==> src/rtl/tgqg_pkg.sv <==
// tgqg_pkg: shared types, constants and helper functions for the glyph quad generator
// no dependencies; imported by text_glyph_quad_generator_top
package tgqg_pkg;

	// fixed-point format of positions
	localparam int FRAC_BITS = 16;
	localparam int CFG_W     = 24;
	localparam int REF_SHIFT = CFG_W - FRAC_BITS;
	localparam int RND_HALF  = (REF_SHIFT > 0) ? (1 << (REF_SHIFT - 1)) : 0;
	localparam int ONE       = 1 << FRAC_BITS;

	// field widths
	localparam int PX_W    = 12;
	localparam int CNT_W   = 10;
	localparam int COLOR_W = 32;
	localparam int CODE_W  = 16;
	localparam int POS_W   = 20;
	localparam int TEX_W   = 17;
	localparam int CIDX_W  = 2;

	// glyph cell in pixels, doubled for the ndc scale
	localparam int GLYPH_W_PX = 15;
	localparam int GLYPH_H_PX = 42;
	localparam int GW_PX2     = 2 * GLYPH_W_PX;
	localparam int GH_PX2     = 2 * GLYPH_H_PX;

	// internal widths
	localparam int GW_W = CFG_W + 5 - REF_SHIFT;
	localparam int GH_W = CFG_W + 7 - REF_SHIFT;
	localparam int PR_W = PX_W + CFG_W + 1;
	localparam int RV_W = PR_W - REF_SHIFT;
	localparam int NG_W = CNT_W + GW_W;
	localparam int CW_A = (RV_W > NG_W) ? RV_W : NG_W;
	localparam int CW   = ((CW_A > GH_W) ? CW_A : GH_W) + 2;
	localparam int SW   = CW + 1;

	// register reset values and the glyph sizes that follow from them
	localparam int INV_W_RESET = 13107;
	localparam int INV_H_RESET = 23302;
	localparam logic [GW_W-1:0] GW_RESET = GW_W'((INV_W_RESET * GW_PX2 + RND_HALF) >> REF_SHIFT);
	localparam logic [GH_W-1:0] GH_RESET = GH_W'((INV_H_RESET * GH_PX2 + RND_HALF) >> REF_SHIFT);

	// register indexes
	localparam logic [CIDX_W-1:0] CFG_INV_W = 2'd0;
	localparam logic [CIDX_W-1:0] CFG_INV_H = 2'd1;

	// item kinds
	localparam logic OP_BEGIN = 1'b0;
	localparam logic OP_CHAR  = 1'b1;

	// character codes
	localparam logic [CODE_W-1:0] CHAR_NEWLINE = 16'd10;
	localparam logic [CODE_W-1:0] CHAR_FIRST   = 16'd32;
	localparam logic [CODE_W-1:0] CHAR_LAST    = 16'd126;

	// texture atlas: glyph columns side by side
	localparam int ATLAS_GLYPHS = 95;
	localparam int TEX_COLS     = ATLAS_GLYPHS + 1;
	localparam int TIDX_W       = 7;
	localparam int TEX_ONE      = 1 << 16;

	// quad corners: vertex order lt, rt, lb, rt, rb, lb
	localparam int VERT_N = 6;
	localparam int VCNT_W = 3;
	localparam logic [VCNT_W-1:0] VERT_LAST = 3'd5;
	localparam logic [VERT_N-1:0] X_RIGHT   = 6'b011010;
	localparam logic [VERT_N-1:0] Y_BOTTOM  = 6'b110100;

	// saturation limits
	localparam logic signed [SW-1:0] SAT_HI = SW'((1 << (POS_W - 1)) - 1);
	localparam logic signed [SW-1:0] SAT_LO = SW'(-(1 << (POS_W - 1)));

	typedef struct packed {
		logic               op;
		logic [PX_W-1:0]    rect_left;
		logic [PX_W-1:0]    rect_top;
		logic [PX_W-1:0]    rect_right;
		logic [PX_W-1:0]    rect_bottom;
		logic               center_text;
		logic [CNT_W-1:0]   char_count;
		logic [COLOR_W-1:0] text_color;
		logic [CODE_W-1:0]  char_code;
	} in_item_t;

	typedef struct packed {
		logic signed [POS_W-1:0] pos_x;
		logic signed [POS_W-1:0] pos_y;
		logic [TEX_W-1:0]        tex_u;
		logic                    tex_v;
		logic [COLOR_W-1:0]      vertex_color;
		logic                    last_vertex;
	} out_item_t;

	typedef logic [TEX_COLS-1:0][TEX_W-1:0] tex_tab_t;

	// u of each glyph column, rounded half up
	function automatic tex_tab_t tex_tab_build();
		tex_tab_t tab;
		for (int i = 0; i < TEX_COLS; i++) begin
			tab[i] = TEX_W'((2 * i * TEX_ONE + ATLAS_GLYPHS) / (2 * ATLAS_GLYPHS));
		end
		return tab;
	endfunction

	localparam tex_tab_t TEX_TAB = tex_tab_build();

	// q.24 product to position fraction bits, round half up
	function automatic logic [RV_W-1:0] rnd_px(input logic [PR_W-1:0] v);
		logic [PR_W-1:0] sum;
		sum = v + PR_W'(RND_HALF);
		return sum[PR_W-1:REF_SHIFT];
	endfunction

	// clamp to the signed position range
	function automatic logic signed [POS_W-1:0] sat_pos(input logic signed [SW-1:0] v);
		logic signed [SW-1:0] r;
		if (v > SAT_HI) begin
			r = SAT_HI;
		end else if (v < SAT_LO) begin
			r = SAT_LO;
		end else begin
			r = v;
		end
		return r[POS_W-1:0];
	endfunction

endpackage

==> src/rtl/text_glyph_quad_generator_top.sv <==
// text_glyph_quad_generator_top: three-stage item pipeline feeding a quad vertex sequencer
// depends on tgqg_pkg
// the first vertex of a printable character is offered once it has passed stages 1 to 3
// and loaded the quad registers; the vertex sequencer sends it as six vertices and must finish
// before stage 3 loads the next; begin, newline and skipped items flow past a pending quad
// reset: arst_n clears pen, colour, valids and sequencer; registers take reset values
module text_glyph_quad_generator_top (
	input  logic                              clk,
	input  logic                              arst_n,
	input  logic                              cfg_valid,
	output logic                              cfg_ready,
	input  logic [tgqg_pkg::CIDX_W-1:0]       cfg_index,
	input  logic [tgqg_pkg::CFG_W-1:0]        cfg_data,
	input  logic                              in_valid,
	output logic                              in_ready,
	input  tgqg_pkg::in_item_t                in_data,
	output logic                              out_valid,
	input  logic                              out_ready,
	output tgqg_pkg::out_item_t               out_data
);
	import tgqg_pkg::*;

	// configuration and derived glyph size
	logic [CFG_W-1:0] inv_w_q, inv_h_q;
	logic [GW_W-1:0]  gw_q;
	logic [GH_W-1:0]  gh_q;
	logic [CFG_W+4:0] gw_sum;
	logic [CFG_W+6:0] gh_sum;

	// pipeline
	logic                 valid_s1, valid_s2, valid_s3;
	in_item_t             item_s1;
	logic                 op_s2, center_s2;
	logic [COLOR_W-1:0]   color_s2;
	logic [CODE_W-1:0]    code_s2;
	logic [PR_W-1:0]      pl_s2, pt_s2, pr_s2, pb_s2;
	logic [NG_W-1:0]      pn_s2;
	logic                 op_s3, center_s3;
	logic [COLOR_W-1:0]   color_s3;
	logic [CODE_W-1:0]    code_s3;
	logic signed [CW-1:0] left_u_s3, top_u_s3, cx_num_s3, cy_num_s3;

	// string state
	logic signed [POS_W-1:0] pen_x_q, pen_y_q, line_start_x_q;
	logic [COLOR_W-1:0]      string_color_q;

	// quad being sent
	logic                    quad_valid_q;
	logic [VCNT_W-1:0]       vert_cnt_q;
	logic signed [POS_W-1:0] qx_l_q, qx_r_q, qy_t_q, qy_b_q;
	logic [TEX_W-1:0]        qu_l_q, qu_r_q;
	logic [COLOR_W-1:0]      qcolor_q;

	// combinational
	logic [PR_W-1:0]         pl_c, pt_c, pr_c, pb_c;
	logic [NG_W-1:0]         pn_c;
	logic [RV_W-1:0]         rl_r, rt_r, rr_r, rb_r;
	logic signed [CW-1:0]    left_u_c, top_u_c, cx_num_c, cy_num_c;
	logic signed [SW-1:0]    bx, by, gw_ext, gh_ext;
	logic signed [POS_W-1:0] begin_x, begin_y, glyph_r, glyph_b;
	logic                    is_newline, is_print, quad_need, quad_free, load_quad;
	logic                    adv_s3, rdy_s3, rdy_s2, rdy_s1, out_last_acc;
	logic [TIDX_W-1:0]       col_l, col_r;

	// configuration writes wait until the item stages are empty
	// the glyph size register follows the new reciprocal in the next cycle
	assign cfg_ready = !valid_s1 && !valid_s2 && !valid_s3;
	assign gw_sum = (CFG_W+5)'(inv_w_q) * (CFG_W+5)'(GW_PX2) + (CFG_W+5)'(RND_HALF);
	assign gh_sum = (CFG_W+7)'(inv_h_q) * (CFG_W+7)'(GH_PX2) + (CFG_W+7)'(RND_HALF);

	always_ff @(posedge clk or negedge arst_n) begin
		if (!arst_n) begin
			inv_w_q <= CFG_W'(INV_W_RESET);
			inv_h_q <= CFG_W'(INV_H_RESET);
			gw_q    <= GW_RESET;
			gh_q    <= GH_RESET;
		end else begin
			gw_q <= gw_sum[CFG_W+4:REF_SHIFT];
			gh_q <= gh_sum[CFG_W+6:REF_SHIFT];
			if (cfg_valid && cfg_ready) begin
				unique case (cfg_index)
					CFG_INV_W: inv_w_q <= cfg_data;
					CFG_INV_H: inv_h_q <= cfg_data;
					default: ;
				endcase
			end
		end
	end

	// handshake chain back from the vertex sequencer
	assign out_last_acc = quad_valid_q && out_ready && (vert_cnt_q == VERT_LAST);
	assign quad_free    = !quad_valid_q || out_last_acc;
	assign adv_s3       = valid_s3 && (!quad_need || quad_free);
	assign rdy_s3       = !valid_s3 || adv_s3;
	assign rdy_s2       = !valid_s2 || rdy_s3;
	assign rdy_s1       = !valid_s1 || rdy_s2;
	assign in_ready     = rdy_s1 && !cfg_valid;
	assign load_quad    = adv_s3 && quad_need;

	always_ff @(posedge clk or negedge arst_n) begin
		if (!arst_n) begin
			valid_s1 <= 1'b0;
			valid_s2 <= 1'b0;
			valid_s3 <= 1'b0;
		end else begin
			if (rdy_s1) valid_s1 <= in_valid && in_ready;
			if (rdy_s2) valid_s2 <= valid_s1;
			if (rdy_s3) valid_s3 <= valid_s2;
		end
	end

	// stage 1: rectangle and centring products
	assign pl_c = (PR_W'(item_s1.rect_left) * PR_W'(inv_w_q)) << 1;
	assign pr_c = (PR_W'(item_s1.rect_right) * PR_W'(inv_w_q)) << 1;
	assign pt_c = (PR_W'(item_s1.rect_top) * PR_W'(inv_h_q)) << 1;
	assign pb_c = (PR_W'(item_s1.rect_bottom) * PR_W'(inv_h_q)) << 1;
	assign pn_c = NG_W'(item_s1.char_count) * NG_W'(gw_q);

	// stage 2: round to ndc and form centring offsets
	always_comb begin
		rl_r     = rnd_px(pl_s2);
		rt_r     = rnd_px(pt_s2);
		rr_r     = rnd_px(pr_s2);
		rb_r     = rnd_px(pb_s2);
		left_u_c = signed'(CW'(rl_r)) - CW'(ONE);
		top_u_c  = CW'(ONE) - signed'(CW'(rt_r));
		cx_num_c = signed'(CW'(rr_r)) - signed'(CW'(rl_r)) - signed'(CW'(pn_s2));
		cy_num_c = signed'(CW'(rb_r)) - signed'(CW'(rt_r)) - signed'(CW'(gh_q));
	end

	// pipeline payload
	always_ff @(posedge clk) begin
		if (in_valid && in_ready) item_s1 <= in_data;
		if (rdy_s2 && valid_s1) begin
			op_s2     <= item_s1.op;
			center_s2 <= item_s1.center_text;
			color_s2  <= item_s1.text_color;
			code_s2   <= item_s1.char_code;
			pl_s2     <= pl_c;
			pt_s2     <= pt_c;
			pr_s2     <= pr_c;
			pb_s2     <= pb_c;
			pn_s2     <= pn_c;
		end
		if (rdy_s3 && valid_s2) begin
			op_s3     <= op_s2;
			center_s3 <= center_s2;
			color_s3  <= color_s2;
			code_s3   <= code_s2;
			left_u_s3 <= left_u_c;
			top_u_s3  <= top_u_c;
			cx_num_s3 <= cx_num_c;
			cy_num_s3 <= cy_num_c;
		end
	end

	// stage 3: pen update and glyph corners
	always_comb begin
		if (center_s3) begin
			bx = SW'(left_u_s3) + SW'(cx_num_s3 >>> 1);
			by = SW'(top_u_s3) - SW'(cy_num_s3 >>> 1);
		end else begin
			bx = SW'(left_u_s3);
			by = SW'(top_u_s3);
		end
		begin_x    = sat_pos(bx);
		begin_y    = sat_pos(by);
		gw_ext     = signed'(SW'(gw_q));
		gh_ext     = signed'(SW'(gh_q));
		glyph_r    = sat_pos(SW'(pen_x_q) + gw_ext);
		glyph_b    = sat_pos(SW'(pen_y_q) - gh_ext);
		is_newline = (code_s3 == CHAR_NEWLINE);
		is_print   = (code_s3 >= CHAR_FIRST) && (code_s3 <= CHAR_LAST);
		quad_need  = valid_s3 && (op_s3 == OP_CHAR) && is_print;
		col_l      = TIDX_W'(code_s3 - CHAR_FIRST);
		col_r      = col_l + TIDX_W'(1);
	end

	always_ff @(posedge clk or negedge arst_n) begin
		if (!arst_n) begin
			pen_x_q        <= '0;
			pen_y_q        <= '0;
			line_start_x_q <= '0;
			string_color_q <= '0;
		end else if (adv_s3) begin
			if (op_s3 == OP_BEGIN) begin
				pen_x_q        <= begin_x;
				pen_y_q        <= begin_y;
				line_start_x_q <= begin_x;
				string_color_q <= color_s3;
			end else if (is_newline) begin
				pen_x_q <= line_start_x_q;
				pen_y_q <= glyph_b;
			end else if (is_print) begin
				pen_x_q <= glyph_r;
			end
		end
	end

	// vertex sequencer
	always_ff @(posedge clk or negedge arst_n) begin
		if (!arst_n) begin
			quad_valid_q <= 1'b0;
			vert_cnt_q   <= '0;
		end else if (load_quad) begin
			quad_valid_q <= 1'b1;
			vert_cnt_q   <= '0;
		end else if (out_last_acc) begin
			quad_valid_q <= 1'b0;
			vert_cnt_q   <= '0;
		end else if (quad_valid_q && out_ready) begin
			vert_cnt_q <= vert_cnt_q + VCNT_W'(1);
		end
	end

	always_ff @(posedge clk) begin
		if (load_quad) begin
			qx_l_q   <= pen_x_q;
			qx_r_q   <= glyph_r;
			qy_t_q   <= pen_y_q;
			qy_b_q   <= glyph_b;
			qu_l_q   <= TEX_TAB[col_l];
			qu_r_q   <= TEX_TAB[col_r];
			qcolor_q <= string_color_q;
		end
	end

	// corner select per vertex
	assign out_valid = quad_valid_q;
	always_comb begin
		out_data.pos_x        = X_RIGHT[vert_cnt_q] ? qx_r_q : qx_l_q;
		out_data.pos_y        = Y_BOTTOM[vert_cnt_q] ? qy_b_q : qy_t_q;
		out_data.tex_u        = X_RIGHT[vert_cnt_q] ? qu_r_q : qu_l_q;
		out_data.tex_v        = Y_BOTTOM[vert_cnt_q];
		out_data.vertex_color = qcolor_q;
		out_data.last_vertex  = (vert_cnt_q == VERT_LAST);
	end

	// checks
	a_quad_load_free: assert property (@(posedge clk) disable iff (!arst_n)
		load_quad |-> (!quad_valid_q || out_last_acc))
		else $error("quad loaded over a quad still being sent");

	a_stall_only_quad: assert property (@(posedge clk) disable iff (!arst_n)
		(valid_s3 && !adv_s3) |-> (quad_need && quad_valid_q))
		else $error("stage 3 stalled without a pending quad");

	a_line_start_hold: assert property (@(posedge clk) disable iff (!arst_n)
		(adv_s3 && op_s3 == OP_CHAR) |=> $stable(line_start_x_q))
		else $error("line start moved on a character");

	a_last_restart: assert property (@(posedge clk) disable iff (!arst_n)
		out_last_acc |=> (!out_valid || vert_cnt_q == '0))
		else $error("sequencer did not restart after the last vertex");

endmodule

==> config.mk <==
export PLATFORM = sky130hd
export DESIGN_NAME = text_glyph_quad_generator_top
export DESIGN_NICKNAME = d
export VERILOG_FILES = /design/src/rtl/tgqg_pkg.sv /design/src/rtl/text_glyph_quad_generator_top.sv
export SDC_FILE = /design/constraint.sdc
export NUM_CORES = 2
export LEC_CHECK = 0
export ABC_AREA = 1
export BUFFER_PORTS_ARGS = -buffer_cell sky130_fd_sc_hd__buf_2
export CORE_MARGIN = 8
export CORE_UTILIZATION = 25
export CTS_CLUSTER_SIZE = 14
export DETAILED_ROUTE_END_ITERATION = 7
export PLACE_DENSITY = 0.5
export SYNTH_ARGS = -nofsm -noshare
export SYNTH_HDL_FRONTEND = slang
export SYNTH_SLANG_ARGS = --single-unit
export TNS_END_PERCENT = 10
==> constraint.sdc <==
create_clock -name clk -period 17.95 [get_ports clk]
set_input_delay 0.8975 -clock clk [delete_from_list [all_inputs] [get_ports clk]]
set_output_delay 0.8975 -clock clk [all_outputs]
set_load 0.01 [all_outputs]
Yosys cells after proc, flatten, opt, wreduce, memory -nomap -nowiden

Memory sizes are Yosys's and may differ from the RTL's. A register that Yosys moved wholly into a read port is not among the register bits.
Cells that the tools add are included.

Input port bits: 139
Memory bits (read-only): 4368
Register bits: 810
Memories kept: 4

$mul: 7
Reductions and logical operators: 33
Add/subtract/negate cells: 19
Bitwise logic cells: 1
Equal/unequal tests: 5
Muxes and demuxes: 25
$lt $le $gt $ge: 11

Memories:

| name            | depth | width | rd ports | clocked after Yosys merged registers in | write ports | line                                 | text |
|---|---|---|---|---|---|---|---|
| (no name shown) | 128   | 17    | 1        | 1                                       | 0           | text_glyph_quad_generator_top.sv:223 | `qu_r_q <= TEX_TAB[col_r];` |
| (no name shown) | 128   | 17    | 1        | 1                                       | 0           | text_glyph_quad_generator_top.sv:222 | `qu_l_q <= TEX_TAB[col_l];` |
| (no name shown) | 8     | 1     | 1        | 0                                       | 0           | text_glyph_quad_generator_top.sv:234 | `out_data.tex_v = Y_BOTTOM[vert_cnt_q];` |
| (no name shown) | 8     | 1     | 1        | 0                                       | 0           | text_glyph_quad_generator_top.sv:233 | `out_data.tex_u = X_RIGHT[vert_cnt_q] ? qu_r_q : qu_l_q;` |

Operators by type and width:

| cell                                                                              | count |
|---|---|
| 20-bit 2-to-1 mux                                                                 | 15 |
| 37-bit by 8-bit adder with 37-bit output, second input constant                   | 4 |
| 12-bit by 24-bit multiplier with 36-bit output                                    | 4 |
| 34-bit by 20-bit greater-than comparator with 1-bit output, second input constant | 2 |
| 34-bit by 20-bit less-than comparator with 1-bit output, second input constant    | 2 |
| 34-bit 2-to-1 mux                                                                 | 2 |
| 29-bit by 29-bit subtractor with 30-bit output                                    | 2 |
| 30-bit by 32-bit adder with 33-bit output                                         | 1 |
| 30-bit by 32-bit subtractor with 33-bit output                                    | 1 |
| 31-bit by 8-bit adder with 31-bit output, second input constant                   | 1 |
| 10-bit by 21-bit multiplier with 31-bit output                                    | 1 |
| 30-bit by 24-bit subtractor with 31-bit output                                    | 1 |
| 30-bit by 30-bit subtractor with 31-bit output                                    | 1 |
| 17-bit by 29-bit subtractor with 30-bit output, first input constant              | 1 |
| 29-bit by 17-bit subtractor with 30-bit output, second input constant             | 1 |
| 29-bit by 8-bit adder with 29-bit output, second input constant                   | 1 |
| 24-bit by 5-bit multiplier with 29-bit output, second input constant              | 1 |
| 24-bit by 4-bit multiplier with 28-bit output, second input constant              | 1 |
| 25-bit by 20-bit greater-than comparator with 1-bit output, second input constant | 1 |
| 25-bit by 20-bit less-than comparator with 1-bit output, second input constant    | 1 |
| 20-bit by 24-bit subtractor with 25-bit output                                    | 1 |
| 20-bit by 22-bit adder with 23-bit output                                         | 1 |
| 23-bit by 20-bit greater-than comparator with 1-bit output, second input constant | 1 |
| 23-bit by 20-bit less-than comparator with 1-bit output, second input constant    | 1 |
| other kinds (22)                                                                  | 53 |

Depth between registers and ports, before layout

Depth in word-level cells: 11
Depth in mapped cells: 33
Mapped depth without buffers: 33

Worst setup path before layout

OpenSTA, ideal clock, no wires.

Path kind: flip-flop to flip-flop
Start: reg code_s3[1]
End: reg qcolor_q[0] (enable)
Stages on the path, launching flop included: 8
Arrival: 7490 ps
Setup time: 657 ps
Period minus slack after synthesis: 8147 ps
Path slack: 9803 ps
Path buffers: 1
Path through: edfxtp_1 > clkbuf_1 > inv_1 > nor4_1 > a21oi_1 > and3_1 > inv_1 > nor2_1

Cells in the longest elaborated chain, start to end: 7
Elaborated cells between the ends (all ways): 8

RTL lines:

| item                                                                                                                      | line                                 | text |
|---|---|---|
| start, declared                                                                                                           | text_glyph_quad_generator_top.sv:40  | `logic [CODE_W-1:0] code_s3;` |
| start signal, assigned                                                                                                    | text_glyph_quad_generator_top.sv:149 | `code_s3 <= code_s2;` |
| 16-bit by 6-bit >= comparator with 1-bit output / 16-bit by 7-bit <= comparator with 1-bit output (equally long branches) | text_glyph_quad_generator_top.sv:173 | `is_print = (code_s3 >= CHAR_FIRST) && (code_s3 <= CHAR_LAST);` |
| 1-bit logical AND *                                                                                                       | text_glyph_quad_generator_top.sv:173 |  |
| 1-bit logical AND *                                                                                                       | text_glyph_quad_generator_top.sv:174 | `quad_need = valid_s3 && (op_s3 == OP_CHAR) && is_print;` |
| 1-bit zero test                                                                                                           | text_glyph_quad_generator_top.sv:93  | `assign adv_s3 = valid_s3 && (!quad_need \|\| quad_free);` |
| 1-bit logical OR                                                                                                          | text_glyph_quad_generator_top.sv:93  |  |
| 1-bit logical AND                                                                                                         | text_glyph_quad_generator_top.sv:93  |  |
| 1-bit logical AND *                                                                                                       | text_glyph_quad_generator_top.sv:98  | `assign load_quad = adv_s3 && quad_need;` |
| net load_quad                                                                                                             | text_glyph_quad_generator_top.sv:61  | `logic is_newline, is_print, quad_need, quad_free, load_quad;` |
| end signal, assigned                                                                                                      | text_glyph_quad_generator_top.sv:224 | `qcolor_q <= string_color_q;` |
| end, declared                                                                                                             | text_glyph_quad_generator_top.sv:52  | `logic [COLOR_W-1:0] qcolor_q;` |

The timed path passes the listed nets; every way through them passes the cells marked *.
A chain may end at the register's enable or synchronous reset.

Worst setup path in the final report

Start: reg item_s1[77] in the netlist's numbering
End: reg pr_s2[26], data pin

Cells in the longest elaborated chain, start to end: 1

RTL lines:

| item                                           | line                                 | text |
|---|---|---|
| start, declared                                | text_glyph_quad_generator_top.sv:32  | `in_item_t item_s1;` |
| start signal, assigned                         | text_glyph_quad_generator_top.sv:133 | `if (in_valid && in_ready) item_s1 <= in_data;` |
| 12-bit by 24-bit multiplier with 36-bit output | text_glyph_quad_generator_top.sv:114 | `assign pr_c = (PR_W'(item_s1.rect_right) * PR_W'(inv_w_q)) << 1;` |
| net pr_c[26]                                   | text_glyph_quad_generator_top.sv:55  | `logic [PR_W-1:0] pl_c, pt_c, pr_c, pb_c;` |
| end signal, assigned                           | text_glyph_quad_generator_top.sv:141 | `pr_s2 <= pr_c;` |
| end, declared                                  | text_glyph_quad_generator_top.sv:36  | `logic [PR_W-1:0] pl_s2, pt_s2, pr_s2, pb_s2;` |

The timed path passes the listed nets, and every way through them passes these cells.

==> results by group <==
Critical path
  • Worst Setup Start Kind: register
  • CP max FO: 24
  • Critical Path RT: 18,600 ps
  • Worst path arrival time: 6980 ps
  • CP Class: reg2reg
  • Setup crit end kind: register

Routing
  • Routed wire length on met2: 136,000 um
  • DR WL/cell: 17.5 um
  • Routed length on met1: 147,000 um
  • Pre-Repair DR Iteration Count: 5
  • Met3 WL post-DR: 16,100 um
  • Initial DRC Count: 4,619
  • # DRC: 0
  • Uppermost layer routed: met5
  • Routed WL: 308,000 um
  • Vias/cell: 4.43
  • Final antenna-violating net count: 0
  • Routed vias: 78,000

GRT
  • Initial antenna violation count: 28
  • Grt ovf: 0
  • Largest net degree at the start of global routing: 79
  • First-pass GRT wire length: 475,000 um
  • Vias in the first global route: 79,400
  • GRT Total Usage: 0.147

Logic synthesis
  • XOR/XNOR Fraction of Synth Area: 0.0487
  • FFs w/ async S/R, synth: 0.233
  • Synth Warn #: 0
  • Adder-cell share of the synthesized area: 0.315
  • EDFF count, synth: 627
  • Syn_area_per_cell: 7.94 sq um
  • Mapped Cells: 12,300
  • Syn Std Cell Area: 97,400 sq um
  • Synth Area in Simple Gates: 0.198
  • Compound-Gate Fraction of Synth Area: 0.0706
  • Syn nets: 14,200
  • Primary FF master, synth: edfxtp_1
  • #FFs+latches synth: 818
  • Mux cell area share after synthesis: 0.00740
  • Main combinational cell family by area after synthesis: adder cells
  • Yosys cell types: 70
  • Seq/Total Area, Yosys: 0.243

Clock tree
  • CTS tree: built
  • Clock latency on the worst-skew pair: 880 ps
  • Clock slew at reported path FFs: 70 ps
  • H-tree levels: 3
  • Resize count post-CTS: 0
  • CTS sink cnt: 818
  • CTS max path bufs: 4
  • Root Buffer: clkbuf_16
  • Cts bufs inserted: 108
  • Setup Buffers After CTS: 0

STA
  • Fin. Hold Viols: 0
  • Post-Route Setup TNS: 0 ps
  • Worst Skew: 122 ps
  • Minimum hold slack: 187 ps
  • Crit path time final: 6330 ps
  • Fin crit share: 0.353
  • Slew HR: 0.184
  • Max Transition Viols Final: 0
  • Maximum clock rate: 158 MHz
  • RSZ-0062 raised after global routing: false
  • Worst slew pin tran: 1220 ps
  • Final setup violation count: 0

Floorplanning
  • Initial Util: 0.251
  • Die area: 410,000 sq um
  • Core box area: 389,000 sq um
  • Row count: 229
  • Die Span X: 640 um
  • Die height: 640 um
  • Io pins: 233

Status
  • Status: finished, final reports clean

Layout
  • FILL cells: 42,400
  • Final net count: 14,300
  • Multi-input gate area: 62,400 sq um
  • Area added between synthesis and finish: 11.0%
  • Layout cells sized above 1: 0.0552
  • Register area: 23,600 sq um

Placed design
  • PortBufs: 232
  • Final Wtd Congestion: 0.914
  • HPWL Detailed: 245,000 um

Run
  • Max Cap Viol: 0

Hold path
  • Hold/Removal Path Class: in2reg
==> cells in the final DEF (no fill, tap or decap), drive strengths merged, types with 38 or more instances in the layout <==
cell type  instances
nand2           3386
inv             2650
fa              1096
ha               700
nor2             687
edfxtp           627
a21oi            510
o21ai            431
nand3            383
xor2             360
buf              336
xnor2            178
dfrtp            164
nor3             130
clkbuf           129
nand4            110
mux2              64
a31oi             56
nor4              41
clkinv            38
==> final cells by class <==
type | instances | area share
diodes | 11 | 0.000255
clock buffers | 129 | 0.0264
clock inverters | 69 | 0.00713
inverters | 2640 | 0.0918
multi-input cells | 8413 | 0.577
flip-flops and latches | 818 | 0.219
well taps | 5197 | 0.0602
repair buffers | 337 | 0.0182
==> timing repair <==
item | CTS | global route
hold endpoints to repair | 26 | 0
hold buffers | 1 | 0
setup endpoints to repair | 0 | 0
==> metrics by stage <==
stage	utilization	std cells	area, sq um	setup slack, ps
floorplan	-	12300	97400	9800
global placement	0.269	17400	104000	11660
detailed placement	0.269	17400	104000	11650
CTS	0.278	17600	108000	11600
global route	0.278	17600	108000	11170
finish	0.278	17600	108000	11620
==> worst max-delay path, stage by stage, from the launching register on <==
cell      delay [ps]
edfxtp_1        1030
nand2_1          190
fa_1             570
inv_1             50
fa_1             550
fa_1             420
fa_1             500
inv_1             50
fa_1             470
inv_1             40
ha_1             390
nand2_1           80
nor2_1           130
nand2_1           70
o211ai_1         360
a21oi_1          190
o21ai_0          310
a21boi_0         250
o21ai_0          260
xor2_1           230
==> flip-flops by register name, indices dropped and copies added (netlist names), 31 cells and up <==
register        flops
color_s3           32
color_s2           32
qcolor_q           32
cx_num_s3          32
pn_s2              31
string_color_q     32
item_s1           108
==> cell usage after synthesis, types with 11 or more instances <==
| cell | n | area (sq um) |
|---|---|---|
| edfxtp_1 | 627 | 18800 |
| o211ai_1 | 26 | 195 |
| fa_1 | 1096 | 21900 |
| nor3_1 | 124 | 621 |
| xor2_1 | 356 | 3120 |
| a221oi_1 | 11 | 96.3 |
| a21boi_0 | 15 | 113 |
| o21a_1 | 30 | 225 |
| nand3_1 | 379 | 1900 |
| buf_2 | 14 | 70.1 |
| nor4_1 | 41 | 257 |
| nand3b_1 | 11 | 82.6 |
| a31oi_1 | 56 | 350 |
| dfrtp_1 | 164 | 4100 |
| dfstp_2 | 27 | 709 |
| xnor2_1 | 178 | 1560 |
| a211oi_1 | 12 | 90.1 |
| clkbuf_1 | 372 | 1400 |
| nand4_1 | 110 | 688 |
| or2_2 | 18 | 113 |
| mux2_2 | 64 | 721 |
| o21ai_0 | 424 | 2120 |
| o21bai_1 | 33 | 248 |
| nand2_1 | 3375 | 12700 |
| o221ai_1 | 12 | 105 |
| a21o_1 | 33 | 248 |
| a21oi_1 | 509 | 2550 |
| nor2_1 | 676 | 2540 |
| ha_1 | 700 | 8760 |
| inv_1 | 2629 | 9870 |
==> cell families (layout without fill, tap and decap cells) <==
family                   Yosys count  in the layout
AO/OA/AOI/OAI                   1228           1228
XOR/XNOR                         538            538
adder cells (fa/ha/maj)         1796           1796
buffers and inverters           3037           3175
flip-flops                       818            818
multiplexers                      64             64
other                              0             11
AND/OR/NAND/NOR                 4787           4787
==> path summary, 6_finish.rpt <==
| path | start | end | slack, ps | cells after the start |
|---|---|---|---|---|
| min reg2reg | color_s2[10] | color_s3[10] | 410 | 0 |
| max | item_s1[77] | pr_s2[26] | 11620 | 19 |
| max in group asynchronous | arst_n | inv_w_q[19] | 15750 | 3 |
| max reg2reg | item_s1[77] | pr_s2[26] | 11620 | 19 |
| min | in_data[40] | item_s1[40] | 190 | 1 |
| min in group asynchronous | arst_n | string_color_q[12] | 610 | 2 |
==> per-layer routing <==
metal / vias to the layer above / track usage
li1: 37900 / -
met1: 37800 / 0.208
met2: 1909 / 0.237
met3: 402 / 0.0204
met4: 14 / 0.0383
met5: - / 0
Power is not shown: default switching activity piles up to over one toggle a cycle in this logic, so the estimate is an artifact.
